File: src/rtl/assert_macros.svh
// ----------------------------------------------------------------------------
// assert_macros.svh
// Assertion macros shared by the RTL; empty when SYNTHESIS is defined.
// ----------------------------------------------------------------------------
`ifndef ASSERT_MACROS_SVH
`define ASSERT_MACROS_SVH

`ifndef SYNTHESIS

// Consequent must hold in the same cycle as the antecedent.
`define ASSERT_IMPLIES(label, clk, rst_n, ante, cons) \
  label: assert property (@(posedge clk) disable iff (!rst_n) (ante) |-> (cons)) \
    else $error("assertion failed: same-cycle implication");

// Consequent must hold in the cycle after the antecedent.
`define ASSERT_NEXT(label, clk, rst_n, ante, cons) \
  label: assert property (@(posedge clk) disable iff (!rst_n) (ante) |=> (cons)) \
    else $error("assertion failed: next-cycle implication");

// Expression must hold at every edge outside reset.
`define ASSERT_ALWAYS(label, clk, rst_n, expr) \
  label: assert property (@(posedge clk) disable iff (!rst_n) (expr)) \
    else $error("assertion failed: invariant");

`else

`define ASSERT_IMPLIES(label, clk, rst_n, ante, cons)
`define ASSERT_NEXT(label, clk, rst_n, ante, cons)
`define ASSERT_ALWAYS(label, clk, rst_n, expr)

`endif

`endif

File: src/rtl/smil_pkg.sv
// ----------------------------------------------------------------------------
// smil_pkg
// Types, constants and codes for the sorted merge index lookup.
// ----------------------------------------------------------------------------
package smil_pkg;

  localparam int DICT_DEPTH = 1024;
  localparam int KEY_WIDTH  = 64;
  localparam int ADDR_W     = $clog2(DICT_DEPTH);
  localparam int CNT_W      = $clog2(DICT_DEPTH + 1);
  localparam int OUT_W      = 10;

  typedef enum logic [1:0] {
    FUNC_LOAD  = 2'd0,
    FUNC_QUERY = 2'd1,
    FUNC_CLEAR = 2'd2
  } func_t;

  typedef enum logic {
    ST_IDLE,
    ST_CMP
  } state_t;

  typedef struct packed {
    logic [1:0]  func;
    logic [63:0] key;
    logic        last_in_run;
  } in_t;

  typedef struct packed {
    logic [OUT_W-1:0] match_index;
    logic [OUT_W-1:0] result_slot;
  } out_t;

  // controller -> datapath
  typedef struct packed {
    logic load_en;
    logic clear_en;
    logic query_start;
    logic advance;
    logic emit;
    logic finish;
  } cmd_t;

  // datapath -> controller
  typedef struct packed {
    logic in_range;
    logic key_lt;
    logic key_eq;
    logic out_free;
  } status_t;

endpackage

File: src/rtl/smil_ctrl.sv
// ----------------------------------------------------------------------------
// smil_ctrl
// Controller: takes transfers in IDLE, steps the merge scan in CMP.
// ----------------------------------------------------------------------------
`include "assert_macros.svh"

module smil_ctrl (
  input  logic              clk,
  input  logic              rst_n,
  input  logic              in_valid,
  input  logic [1:0]        in_func,
  output logic              in_ready,
  input  smil_pkg::status_t status,
  output smil_pkg::cmd_t    cmd
);
  import smil_pkg::*;

  state_t state_r, state_nxt;

  always_ff @(posedge clk) begin
    if (!rst_n) begin
      state_r <= ST_IDLE;
    end else begin
      state_r <= state_nxt;
    end
  end

  always_comb begin
    state_nxt = state_r;
    cmd       = '0;
    in_ready  = 1'b0;
    case (state_r)
      ST_IDLE: begin
        in_ready = 1'b1;
        if (in_valid) begin
          case (in_func)
            FUNC_LOAD:  cmd.load_en  = 1'b1;
            FUNC_CLEAR: cmd.clear_en = 1'b1;
            FUNC_QUERY: begin
              cmd.query_start = 1'b1;
              state_nxt       = ST_CMP;
            end
            default: ;  // unused code: dropped
          endcase
        end
      end
      ST_CMP: begin
        if (!status.in_range) begin
          cmd.finish = 1'b1;
          state_nxt  = ST_IDLE;
        end else if (status.key_lt) begin
          cmd.advance = 1'b1;
        end else if (status.key_eq) begin
          // hold until the output register can take the result
          if (status.out_free) begin
            cmd.emit   = 1'b1;
            cmd.finish = 1'b1;
            state_nxt  = ST_IDLE;
          end
        end else begin
          cmd.finish = 1'b1;
          state_nxt  = ST_IDLE;
        end
      end
      default: state_nxt = ST_IDLE;
    endcase
  end

  `ASSERT_ALWAYS(a_cmd_onehot, clk, rst_n, $onehot0({cmd.advance, cmd.emit, cmd.query_start}))
  `ASSERT_NEXT(a_query_enters_cmp, clk, rst_n, cmd.query_start, state_r == ST_CMP)
  `ASSERT_IMPLIES(a_ready_only_idle, clk, rst_n, in_ready, state_r == ST_IDLE)

endmodule

File: config.mk
export PLATFORM = sky130hd
export DESIGN_NAME = smil_ctrl
export DESIGN_NICKNAME = d
export VERILOG_FILES = /design/src/rtl/smil_pkg.sv /design/src/rtl/smil_ctrl.sv
export VERILOG_INCLUDE_DIRS = /design/src /design/src/rtl
export SDC_FILE = /design/constraint.sdc
export NUM_CORES = 1
export LEC_CHECK = 0
export BUFFER_PORTS_ARGS = -buffer_cell sky130_fd_sc_hd__buf_4
export CORE_AREA = 4 4 41 43
export CTS_CLUSTER_SIZE = 25
export DETAILED_ROUTE_END_ITERATION = 7
export DIE_AREA = 0 0 45 47
export PLACE_DENSITY = 0.39
export SLEW_MARGIN = 20
export SYNTH_ARGS = -nofsm -noshare
export SYNTH_HDL_FRONTEND = slang
export SYNTH_SLANG_ARGS = --single-unit
File: constraint.sdc
create_clock -name clk -period 0.9 [get_ports clk]
set_clock_uncertainty 0.05 [all_clocks]
set_input_delay 0.18 -clock clk [delete_from_list [all_inputs] [get_ports clk]]
set_output_delay 0.18 -clock clk [all_outputs]
set_load 0.01 [all_outputs]
Word level (Yosys, flattened, before mapping). Cells that the tools add are included. W data, S select, Z words.

Multiplexer cells: 20. Bitwise logic cells: 1. Reductions and logical operators: 1. Eq/ne operators: 2.

Operators with widths (number): $mux W1 (13); $mux W3 (3); $mux W2 (3); $eq A2 B1 Y1 const B (1); $eq A2 B2 Y1 const B (1); $logic_not A2 Y1 (1); $pmux W1 S2 (1); $not A1 Y1 (1).

Register bits after elaboration: 1.

Depth between registers and ports, before layout. Gate-level depths: netlist (run 1).

Word-level depth: 5. Depth in mapped cells: 3. Depth with buffers taken out: 3.

Worst setup path after synthesis (run 1). Ideal clock, no wire load.

Path type: register to output. Start point: register state_r. End point: output cmd[5] (netlist name). Required time: 0.670 ns. Buffers on the path: 0. Arrival: 0.823 ns. Cell stages (with the launch flop): 2. Setup slack: -0.153 ns. Path through: dfxtp_1 > nor4b_1.

RTL lines: start, declared (RTL line smil_ctrl.sv:18) `state_t state_r, state_nxt;`; start signal, assigned (RTL line smil_ctrl.sv:24) `state_r <= state_nxt;`; end, declared (RTL line smil_ctrl.sv:14) `output smil_pkg::cmd_t cmd`.

==> impl_metrics.csv, run 1 <==
group,metric,value,unit
status,status,"finished with violations",
status,violations,"setup timing",
placed_design,place_congestion,0.767,
logic_synthesis,syn_area,113,um^2
logic_synthesis,yosysSeqAreaShare,0.178,
finish,layout_common_cells,"buf_4 (9), buf_6 (6), nor2_1 (2), nand2_1 (2)",
clock_network,clkLatencyLatePin,0,ns
finish,diodes,0,
worst_setup_path,cp-start-kind,"register",
floorplanning,num_rows,13,
finish,layout.cells.non_filler,44,
global_routing,globalRouteTotalUtil,0.0480,
finish,area_growth,163,%
worst_setup_path,cp_max_fo,7,
worst_setup_path,critPathSlowestCell,"dfxtp_4",
timing,hold_viol,0,
floorplanning,die_h,47,um
worst_setup_path,endpoint_kind,"output pin",
floorplanning,initial_core_util,0.0865,
power,p_per_area,472,nW/um^2
clock_network,cts_hold_buf,0,
routing,viasPerCell,4.00,
logic_synthesis,syn_avg_cell_area,8.04,um^2
routing,wl_per_cell,12.5,um
logic_synthesis,synth_cells,14,
routing,dr.first_iter.drc_count,2,
timing,rsz0062_at_grt,"yes",
finish,largest_reg_flops,1,
worst_setup_path,critical_path.cell_chain,"and4bb_4 -> buf_6",
finish,nets,40,
placed_design,portBuffers,15,
timing,layout_min_cycle_time,0.998,ns
power,ir_worst_vdd,0.248,mV
finish,largest_register,"state_r",
routing,drtAntennaViolNets,0,
logic_synthesis,synth-xor-area-share,0,
power,leakagePower,0.000132,uW
clock_network,clkTransAtPathRegs,0,ns
logic_synthesis,synth_adder_area_share,0,
worst_setup_path,crit_arrival,0.77,ns
floorplanning,io_pins,16,
floorplanning,dieArea,2120,um^2
logic_synthesis,synth_seq_cells,1,
logic_synthesis,ys_warn_count,0,
timing,relSlewSlack,0.868,
finish,drive_above_1_share,0.724,
worst_setup_path,critPathKind,"register to output pin",
finish,top_regs,"state_r: 1 flops",
logic_synthesis,synth_compound_area_frac,0.144,
routing,drc_errors,0,
logic_synthesis,synth_cell_type_count,12,
worst_setup_path,critPathRequiredTime,0.67,ns
timing,fin_crit_sh,1.11,
global_routing,antenna_found_initial,0,
timing,worst_slew_pin_slew,0.198,ns
routing,wl,549,um
timing,setup_viol,5,
power,p_total,140,uW
floorplanning,fp.dieW,45,um
placed_design,dpl.cell_count,44,
global_routing,grt_max_degree,8,
routing,drt_pass1_iterations,2,
placed_design,hpwl,453,um
floorplanning,core_area,1300,um^2
logic_synthesis,synth_top_family_by_area,"simple AND/OR/NAND/NOR gates",
global_routing,grt_pass1_vias,174,
worst_setup_path,cp_slowest_stage_delay,0.35,ns
logic_synthesis,synthMuxAreaShare,0,
timing,timing.final.ws_setup,-0.0979,ns
finish,final_common_cell,"buf_4",
routing,num_vias,176,
logic_synthesis,synth_nets,23,
timing,max_freq,1000,MHz
timing,finalMaxSlewViolations,0,
run,cap_viol_max_count,0,
global_routing,grt_pass1_wl,779,um
worst_hold_path,hold_path.class,"input port to register",
logic_synthesis,synth-simple-area-share,0.644,
global_routing,overflow,0,
==> per-stage QoR <==
stage               hold slack (ns)  setup WS, ns  instance area, um^2  setup TNS, ns   util
global route                  0.367        -0.121                  297         -0.521  0.228
global placement              0.347        -0.117                  250         -0.583  0.192
detailed placement            0.348        -0.132                  250         -0.673  0.192
finish                        0.347       -0.0979                  297         -0.371  0.228
CTS                           0.348        -0.120                  289         -0.363  0.222
floorplan                     0.237       -0.0307                  119        -0.0386      -
==> cells in the mapped netlist (all sizes together) <==
cell | n | area share
and4bb | 2 | 0.26
nand2 | 2 | 0.067
nor2 | 2 | 0.067
and3 | 1 | 0.067
dfxtp | 1 | 0.18
inv | 1 | 0.033
nand4 | 1 | 0.056
nor2b | 1 | 0.056
nor4b | 1 | 0.078
o2111ai | 1 | 0.078
o21a | 1 | 0.067
==> worst paths after layout <==
path / start / endpoint / slack (ns) / cells after the start
setup reg to reg: state_r / state_r / 0.01 / 3
hold reg to reg: state_r / state_r / 0.47 / 2
hold / removal: rst_n / state_r / 0.35 / 3
setup / recovery: state_r / cmd[3] / -0.1 / 2
==> per-layer routing <==
metal	global-route usage	part of all wire	vias to the layer above
li1	-	-	87
met1	0.0811	0.54	74
met2	0.0593	0.32	15
met3	0.0153	0.14	0
met4	0	0	0
met5	0	0	-
==> where the power goes <==
group          switching, uW  internal (uW)  total (uW)
Clock                      0              0           0
Sequential              3.47           45.0        48.5
Combinational           33.5           57.8        91.3
==> cells by family after synthesis <==
group,count (synthesis)
buf+inv,1
flops,1
compound gates,2
simple gates,10
==> worst max-delay path, delay by kind of cell, from the launching register on <==
family / cells / cell delay [ns]
and+or+nand+nor: 1 / 0.32
DFF: 1 / 0.35
buffers and inverters: 1 / 0.10
==> layout make-up <==
class                           count  area (um^2)
Fill cell                         152         1000
Inverter                            1         3.75
Multi-Input combinational cell     12          115
Sequential cell                     1         23.8
Tap cell                           15         18.8
Timing Repair Buffer               15          135
==> timing repair <==
| item | 4_1_cts | 5_1_grt |
|---|---|---|
| endpoints found under the setup margin | 7 | 7 |
| setup buffers | 0 | 0 |
| hold endpoints to repair | 0 | 0 |
| pin swaps | 4 | 4 |
| gates resized for setup | 10 | 2 |
No activity file was read; power rests on OpenSTA's default activity.
==> run 2, diff against run 1 <==
- CTS_CLUSTER_SIZE: 25 -> 24
- clock period: 0.9 -> 1 ns (I/O delays scaled with it)
==> run 2 against run 1 <==
The flow still finishes with violations (setup timing); worst hold slack better by 0.033 ns; die area did not move; sequential cell count did not move; total power fell by 3.1%; utilization increased by 1.3 points; wire length grew 13%; final cell count rose by 4.5%; register-to-register slack gained 0.10 ns.
==> impl_metrics.csv, run 2 (same netlist as run 1, synthesis figures left out) <==
group,metric,value,unit
routing,drt_pass1_iterations,2,
timing,finalMaxSlewViolations,0,
finish,largest_reg_flops,1,
timing,max_freq,948,MHz
global_routing,antenna_found_initial,0,
timing,holdWs,0.380,ns
finish,fin_util,0.241,
worst_setup_path,cp-start-kind,"input port",
finish,diodes,0,
finish,drive_above_1_share,0.774,
timing,relSlewSlack,0.868,
global_routing,grt_pass1_wl,938,um
worst_setup_path,crit_arrival,0.81,ns
timing,timing.final.ws_setup,-0.0554,ns
global_routing,grt_max_degree,8,
routing,wl,621,um
worst_hold_path,holdCritStartpoint,"rst_n",
placed_design,place_congestion,0.760,
timing,layout_min_cycle_time,1.06,ns
power,ir_worst_vdd,0.265,mV
worst_setup_path,worstSetupStartpoint,"status[1]",
routing,dr.first_iter.drc_count,2,
clock_network,clkTransAtPathRegs,0,ns
finish,layout.cells.non_filler,46,
placed_design,dpl.cell_count,44,
worst_setup_path,critPathSlowestCell,"o21a_1",
status,violations,"setup timing",
placed_design,portBuffers,15,
global_routing,globalRouteTotalUtil,0.0583,
clock_network,cts_hold_buf,0,
worst_setup_path,endpoint_kind,"output pin",
clock_network,clkLatencyLatePin,0,ns
worst_setup_path,critical_path.cell_chain,"buf_6 -> nor2b_4 -> o21a_1 -> nor2_1 -> buf_4",
worst_setup_path,critPathRequiredTime,0.75,ns
floorplanning,core_area,1300,um^2
power,leakagePower,0.000144,uW
run,cap_viol_max_count,0,
power,p_per_area,432,nW/um^2
floorplanning,initial_core_util,0.0865,
worst_setup_path,cp_max_fo,2,
floorplanning,fp.dieW,45,um
floorplanning,dieArea,2120,um^2
routing,drc_errors,0,
global_routing,overflow,0,
global_routing,grt_pass1_vias,209,
finish,area_growth,179,%
worst_setup_path,critPathKind,"input port to output pin",
worst_setup_path,cp_slowest_stage_delay,0.17,ns
routing,wl_per_cell,13.5,um
status,status,"finished with violations",
floorplanning,num_rows,13,
timing,hold_viol,0,
worst_hold_path,hold_path.class,"input port to register",
global_routing,grt_util_met1,0.0766,
timing,setup_viol,3,
finish,top_regs,"state_r: 1 flops",
finish,layout_common_cells,"buf_4 (12), buf_6 (4), nor2_1 (2), nand2_1 (2)",
finish,nets,42,
floorplanning,io_pins,16,
global_routing,use_met2,0.0932,
global_routing,grt.busiest_layer,"met2",
floorplanning,die_h,47,um
global_routing,use_met3,0.0192,
finish,final_common_cell,"buf_4",
worst_setup_path,r2r_start,"state_r",
timing,worst_slew_pin_slew,0.197,ns
timing,rsz0062_at_grt,"yes",
finish,largest_register,"state_r",
routing,num_vias,188,
placed_design,place_ws,-0.0745,ns
timing,fin_crit_sh,1.06,
routing,drtAntennaViolNets,0,
routing,viasPerCell,4.09,
run 2: cell count changes in the layout (fill, tap and decap cells not counted), sizes merged:
cell	delta
buf	+2
run 2: routing by layer:
layer	wire length, um	vias up
li1	-	90
met1	311	83
met2	242	15
met3	67	0
met4	0	0
met5	0	-
run 2: area by class of cell:
| type | count | area [um^2] |
|---|---|---|
| sequential | 1 | 23.8 |
| multi-input combinational | 12 | 118 |
| timing repair buffer | 17 | 150 |
| tap | 15 | 18.8 |
| inverter | 1 | 3.75 |
| fill | 151 | 987 |
run 2: report_power, final:
| group | internal [uW] | total, uW | switching, uW |
|---|---|---|---|
| registers | 40.5 | 43.6 | 3.03 |
| logic | 58.2 | 91.9 | 33.8 |
| clock network | 0 | 0 | 0 |
run 2: metrics by stage:
stage / total power (uW) / instance area (um^2) / setup TNS [ns]
6_report: 136 / 314 / -0.0727
5_1_grt: 141 / 314 / -0.140
4_1_cts: 124 / 289 / -0.0768
3_5_place_dp: 111 / 250 / -0.196
3_3_place_gp: 110 / 250 / -0.177
2_1_floorplan: 64.5 / 119 / 0
run 2: path summary, 6_finish.rpt:
path,endpoint,slack [ns],cells after the start
worst min-delay path,state_r,0.38,3
worst max-delay path,cmd[0],-0.06,5
worst min register to register,state_r,0.45,2
worst max register to register,state_r,0.11,3
run 2: critical path: cells and delay by family:
kind | cells | cell delay [ns]
AO/OA/AOI/OAI | 1 | 0.17
buffers and inverters | 2 | 0.22
AND/OR/NAND/NOR | 2 | 0.22
run 2: repair_timing:
action	4_1_cts	5_1_grt
resized for setup	8	4
setup buffers	1	1
endpoints found under the setup margin	5	6
pin swaps	3	4
